$ cat src/hdl/aoc_pkg.sv
// ----------------------------------------------------------------------------
// aoc_pkg
// types and constants shared by the alpha over compositor
// ----------------------------------------------------------------------------
package aoc_pkg;

    localparam int SAMPLE_BITS = 16;
    localparam int DEN_W       = 3 * SAMPLE_BITS;
    localparam int NUM_W       = 4 * SAMPLE_BITS;
    localparam int FRONT_ST    = 4;
    localparam int DIV_ST      = SAMPLE_BITS;
    localparam int N_COL       = 3;

    localparam logic [SAMPLE_BITS-1:0]   FS  = {SAMPLE_BITS{1'b1}};
    localparam logic [2*SAMPLE_BITS-1:0] FS2 = (2*SAMPLE_BITS)'(FS) * (2*SAMPLE_BITS)'(FS);

    localparam logic [1:0] CFG_OPACITY   = 2'd0;
    localparam logic [1:0] CFG_BASE_CHAN = 2'd1;
    localparam logic [1:0] CFG_OVER_ALPH = 2'd2;

    typedef struct packed {
        logic [SAMPLE_BITS-1:0] base_red;
        logic [SAMPLE_BITS-1:0] base_green;
        logic [SAMPLE_BITS-1:0] base_blue;
        logic [SAMPLE_BITS-1:0] base_alpha;
        logic [SAMPLE_BITS-1:0] over_red;
        logic [SAMPLE_BITS-1:0] over_green;
        logic [SAMPLE_BITS-1:0] over_blue;
        logic [SAMPLE_BITS-1:0] over_alpha;
    } t_in;

    typedef struct packed {
        logic [SAMPLE_BITS-1:0] out_red;
        logic [SAMPLE_BITS-1:0] out_green;
        logic [SAMPLE_BITS-1:0] out_blue;
        logic [SAMPLE_BITS-1:0] out_alpha;
    } t_out;

    typedef struct packed {
        logic [15:0] opacity;
        logic [1:0]  ncol;
        logic        alpha_used;
        logic        over_alpha;
    } t_cfg;

    typedef struct packed {
        logic [1:0]             ncol;
        logic                   alpha_used;
        logic                   rzero;
        logic [SAMPLE_BITS-1:0] alpha;
    } t_side;

endpackage

$ cat src/hdl/aoc_div_lane.sv
// ----------------------------------------------------------------------------
// aoc_div_lane
// pipelined restoring divider, one quotient bit per stage
// ----------------------------------------------------------------------------
module aoc_div_lane (
    input  logic                              i_clk,
    input  logic [aoc_pkg::DIV_ST-1:0]        i_en,
    input  logic [aoc_pkg::NUM_W-1:0]         i_num,
    input  logic [aoc_pkg::DEN_W-1:0]         i_den,
    output logic [aoc_pkg::SAMPLE_BITS-1:0]   o_quo
);
    localparam int NS = aoc_pkg::DIV_ST;
    localparam int NW = aoc_pkg::NUM_W;
    localparam int SB = aoc_pkg::SAMPLE_BITS;

    logic [NS-1:0][NW-1:0]             r_rem;
    logic [NS-1:0][aoc_pkg::DEN_W-1:0] r_den;
    logic [NS-1:0][SB-1:0]             r_quo;

    for (genvar s = 0; s < NS; s++) begin : g_st
        logic [NW-1:0]             w_rem;
        logic [aoc_pkg::DEN_W-1:0] w_den;
        logic [SB-1:0]             w_quo;
        logic [NW-1:0]             w_sh;
        logic                      w_ge;

        if (s == 0) begin : g_first
            assign w_rem = i_num;
            assign w_den = i_den;
            assign w_quo = '0;
        end else begin : g_next
            assign w_rem = r_rem[s-1];
            assign w_den = r_den[s-1];
            assign w_quo = r_quo[s-1];
        end

        assign w_sh = NW'(w_den) << (NS - 1 - s);
        assign w_ge = (w_rem >= w_sh);

        always_ff @(posedge i_clk) begin
            if (i_en[s]) begin
                r_rem[s] <= w_ge ? (w_rem - w_sh) : w_rem;
                r_den[s] <= w_den;
                r_quo[s] <= {w_quo[SB-2:0], w_ge};
            end
        end
    end

    assign o_quo = r_quo[NS-1];
endmodule

$ cat config.mk
export PLATFORM = sky130hd
export DESIGN_NAME = aoc_div_lane
export DESIGN_NICKNAME = d
export VERILOG_FILES = /design/src/hdl/aoc_pkg.sv /design/src/hdl/aoc_div_lane.sv
export SDC_FILE = /design/constraint.sdc
export NUM_CORES = 2
export LEC_CHECK = 0
export BUFFER_PORTS_ARGS = -buffer_cell sky130_fd_sc_hd__buf_2
export CORE_ASPECT_RATIO = 0.8
export CORE_MARGIN = 8
export CORE_UTILIZATION = 64
export CTS_CLUSTER_DIAMETER = 100
export DETAILED_ROUTE_END_ITERATION = 16
export GPL_ROUTABILITY_DRIVEN = 0
export PLACE_DENSITY_LB_ADDON = 0.2
export SLEW_MARGIN = 20
export SYNTH_ARGS = -nofsm -noshare
export SYNTH_HDL_FRONTEND = slang
export SYNTH_SLANG_ARGS = --single-unit
export TNS_END_PERCENT = 1
$ cat constraint.sdc
create_clock -name i_clk -period 4.4 [get_ports i_clk]
set_clock_uncertainty 0.2 [all_clocks]
set_input_delay 0.44 -clock i_clk [delete_from_list [all_inputs] [get_ports i_clk]]
set_output_delay 0.44 -clock i_clk [all_outputs]
set_load 0.02 [all_outputs]
==> flow_metrics.env <==
export IMPL_total_number_of_placement_rows=135
export IMPL_worst_slew_pin_slew_ns=0.810
export IMPL_r2r_setup_slack_ns=0.11
export IMPL_total_i_o_pin_count=145
export IMPL_n_fill_cell=11600
export IMPL_clk_transition_reported_paths_ns=0.06
export IMPL_slew_headroom=0.455
export IMPL_crit_required_ns=4.73
export IMPL_timing_max_cap_violations=0
export IMPL_startpoint_type_of_the_worst_setup_path="register"
export IMPL_grt_first_pass_wirelength_um=388000
export IMPL_dp_cells=12800
export IMPL_unrepaired_setup_endpoints_after_global_routing="yes"
export IMPL_timing_rr_end="g_st[5].w_rem[63]"
export IMPL_final_setup_viol_count=0
export IMPL_area_delta_synth_final_pct=10.4
export IMPL_wl_per_cell_um=18.1
export IMPL_ctsRootBufferMaster="clkbuf_16"
export IMPL_grtUsageTotal=0.252
export IMPL_portion_of_netlist_area_occupied_by_mux_cells=0.0152
export IMPL_cts_htree_levels=4
export IMPL_syn_inst=10600
export IMPL_grt_max_degree=126
export IMPL_overflow_left_after_global_routing=0
export IMPL_grt_util_met1=0.294
export IMPL_run_status="finished, final reports clean"
export IMPL_worst_setup_path_end_kind="register"
export IMPL_antenna_violations_before_repair=0
export IMPL_synth_top_family_by_area="compound AO/OA/AOI/OAI gates"
export IMPL_setup_worst_path_end="g_st[5].w_rem[63]"
export IMPL_dpl_hpwl_um=182000
export IMPL_path_class="register to register"
export IMPL_reg2regPathDepth=14
export IMPL_min_delay_path_class="input pin to register"
export IMPL_min_period_over_period=0.974
export IMPL_core_area_mm2=0.170
export IMPL_firstDrtPassIters=6
export IMPL_postLayoutCoreUtil=0.712
export IMPL_power_total_mw=80.6
export IMPL_ys_warnings_count=0
export IMPL_syn_nets=11500
export IMPL_drt_antenna_violating_nets=0
export IMPL_grt_met2_usage=0.449
export IMPL_grt_pass1_vias=79700
export IMPL_power_density_mw_per_mm2=667
export IMPL_die_w_um=478
export IMPL_synth_xor_area_frac=0.0619
export IMPL_synth_sequential_area_ratio=0.498
export IMPL_worstPathArrival_ns=4.62
export IMPL_timing_final_max_slew_violations=0
export IMPL_timing_fmax_mhz=233
export IMPL_layout_cells_most_common_list="edfxtp_1, a21oi_1, inv_1"
export IMPL_yosys_area_share_adder=0.0906
export IMPL_leakage_nw=49.0
export IMPL_detail_route_drc_violations=0
export IMPL_synth_ff_latch_count=1816
export IMPL_place_port_buffers=144
export IMPL_via_per_inst=6.12
export IMPL_post_place_ws_ns=0.0593
export IMPL_clockBufferDepth=3
export IMPL_whs_ns=0.0270
export IMPL_starting_density_of_the_core=0.645
export IMPL_final_layout_size_suffix_gt1_frac=0.0792
export IMPL_crit_fanout=4
export IMPL_timing_rr_start="g_st[4].w_den[0]"
export IMPL_routed_wl_um=240000
export IMPL_max_vdd_ir_drop_v=0.000392
export IMPL_multi_input_comb_area_mm2=0.0500
export IMPL_die_area_mm2=0.185
export IMPL_tritoncts="built"
export IMPL_layout_commonest_cell="edfxtp_1"
export IMPL_cts_sinks=1816
export IMPL_hold_viol=0
export IMPL_grt_busiest_layer="met2"
export IMPL_post_layout_nonfiller_instances=13300
export IMPL_synth_simple_gate_area_share=0.116
export IMPL_vias=81200
export IMPL_share_of_the_synthesized_area_in_compound_gates_ao_oa_aoi_oai=0.171
export IMPL_post_synth_num_cell_types=105
export IMPL_clock_insertion_delay_worst_skew_ns=0.82
export IMPL_setup_ws_ns=0.113
export IMPL_seq_area_mm2=0.0545
export IMPL_syn_mean_instance_area_um2=10.4
export IMPL_finalCriticalPeriod_ns=4.29
export IMPL_die_height_um=386
export IMPL_number_of_nets_in_the_final_layout=11800
export IMPL_worst_setup_path_startpoint="g_st[4].w_den[0]"
export IMPL_postSynth_topFlopCell="edfxtp_1"
export IMPL_initialDrtViolationCount=6770
export IMPL_post_synth_instance_area_mm2=0.109
export IMPL_groute_layer_met3_usage=0.0309
export IMPL_synth_edff_count=1816
export IMPL_async_flop_share=0
export IMPL_tritoncts_buffer_count=177
area by class of cell:
class,count,share of cell area
clock buffers,228,0.0388
multi-input cells,7393,0.414
well taps,2260,0.0234
flip-flops and latches,1816,0.452
inverters,969,0.0301
diodes,2,0.0000414
clock inverters,92,0.00690
repair buffers,508,0.0349
cells in the mapped netlist, types with 95 or more instances:
| cell type | number | area [µm²] |
|---|---|---|
| a21o_1 | 434 | 3260 |
| a21oi_1 | 1082 | 5420 |
| a31oi_1 | 95 | 594 |
| clkbuf_1 | 305 | 1140 |
| edfxtp_1 | 1816 | 54500 |
| ha_1 | 768 | 9610 |
| inv_1 | 966 | 3630 |
| mux2_2 | 129 | 1450 |
| nand2_1 | 839 | 3150 |
| nand2b_1 | 98 | 613 |
| nand3_1 | 170 | 851 |
| nand4_1 | 206 | 1290 |
| nor2_1 | 744 | 2790 |
| nor2b_1 | 98 | 613 |
| nor3_1 | 122 | 611 |
| o21ai_0 | 654 | 3270 |
| o21bai_1 | 131 | 983 |
| xnor2_1 | 481 | 4210 |
| xor2_1 | 292 | 2560 |
power breakdown:
group	switching (mW)	internal (mW)	total (mW)	leakage [nW]
clock network	6.34	8.01	14.4	2.65
logic	21.6	16.2	37.8	28.7
registers	2.81	25.6	28.4	17.6
total	30.7	49.8	80.6	49.0
state kept, by name, summed over array words and instances, names as in the netlist:
register    cells
o_quo          16
g_st.w_den    720
g_st.w_rem    960
g_st.w_quo    120
kinds of logic after synthesis:
family,count (synthesis)
compound gates,3016
xor+xnor,773
buf+inv,1345
mux,148
fa+ha+maj,783
flops,1816
simple gates,2673
layer usage:
metal / routed length (µm) / part of all wire / up-vias
met5: 0 / 0 / -
met4: 15200 / 0.063 / 0
met3: 13300 / 0.055 / 906
met2: 116000 / 0.48 / 3656
met1: 95300 / 0.40 / 37500
li1: - / - / 39200
through the flow:
step | instance area, µm² | setup TNS, ns
after floorplan | 109000 | 0
after global placement | 114000 | 0
after detailed placement | 114000 | 0
after CTS | 121000 | 0
after global routing | 121000 | -0.0628
final | 121000 | 0
worst min path at each step:
| stage | depth (start not counted) | start | slack, ns | endpoint |
|---|---|---|---|---|
| after floorplan | 0 | g_st[9].w_quo[0] | 0.20 | g_st[10].w_quo[1] |
| after global placement | 0 | g_st[8].w_quo[2] | 0.20 | g_st[9].w_quo[3] |
| after detailed placement | 0 | g_st[9].w_quo[4] | 0.20 | g_st[10].w_quo[5] |
| after CTS | 1 | i_en[15] | 0.02 | o_quo[4] |
| after global routing | 1 | i_en[15] | 0.006 | o_quo[4] |
| final | 1 | i_en[15] | 0.03 | o_quo[14] |
what timing repair did:
| action | CTS | global route |
|---|---|---|
| resized for setup | 0 | 32 |
| endpoints found under the setup margin | 0 | 86 |
| hold buffers | 127 | 0 |
| buffers inserted | 0 | 0 |
| hold endpoints to repair | 644 | 0 |
worst max-delay path, stage by stage, from the launching register on:
cell      delay (ns)
edfxtp_1        0.42
ha_1            0.23
fa_1            0.40
nand2b_1        0.18
a21o_1          0.20
a211o_1         0.30
a211o_4         0.39
a311oi_1        0.32
buf_4           0.19
a21oi_1         0.13
o31a_1          0.34
o21bai_2        0.21
o311ai_1        0.16
nor4b_2         0.20
xor2_1          0.14
Note: power is estimated with default switching activity, not from simulation.
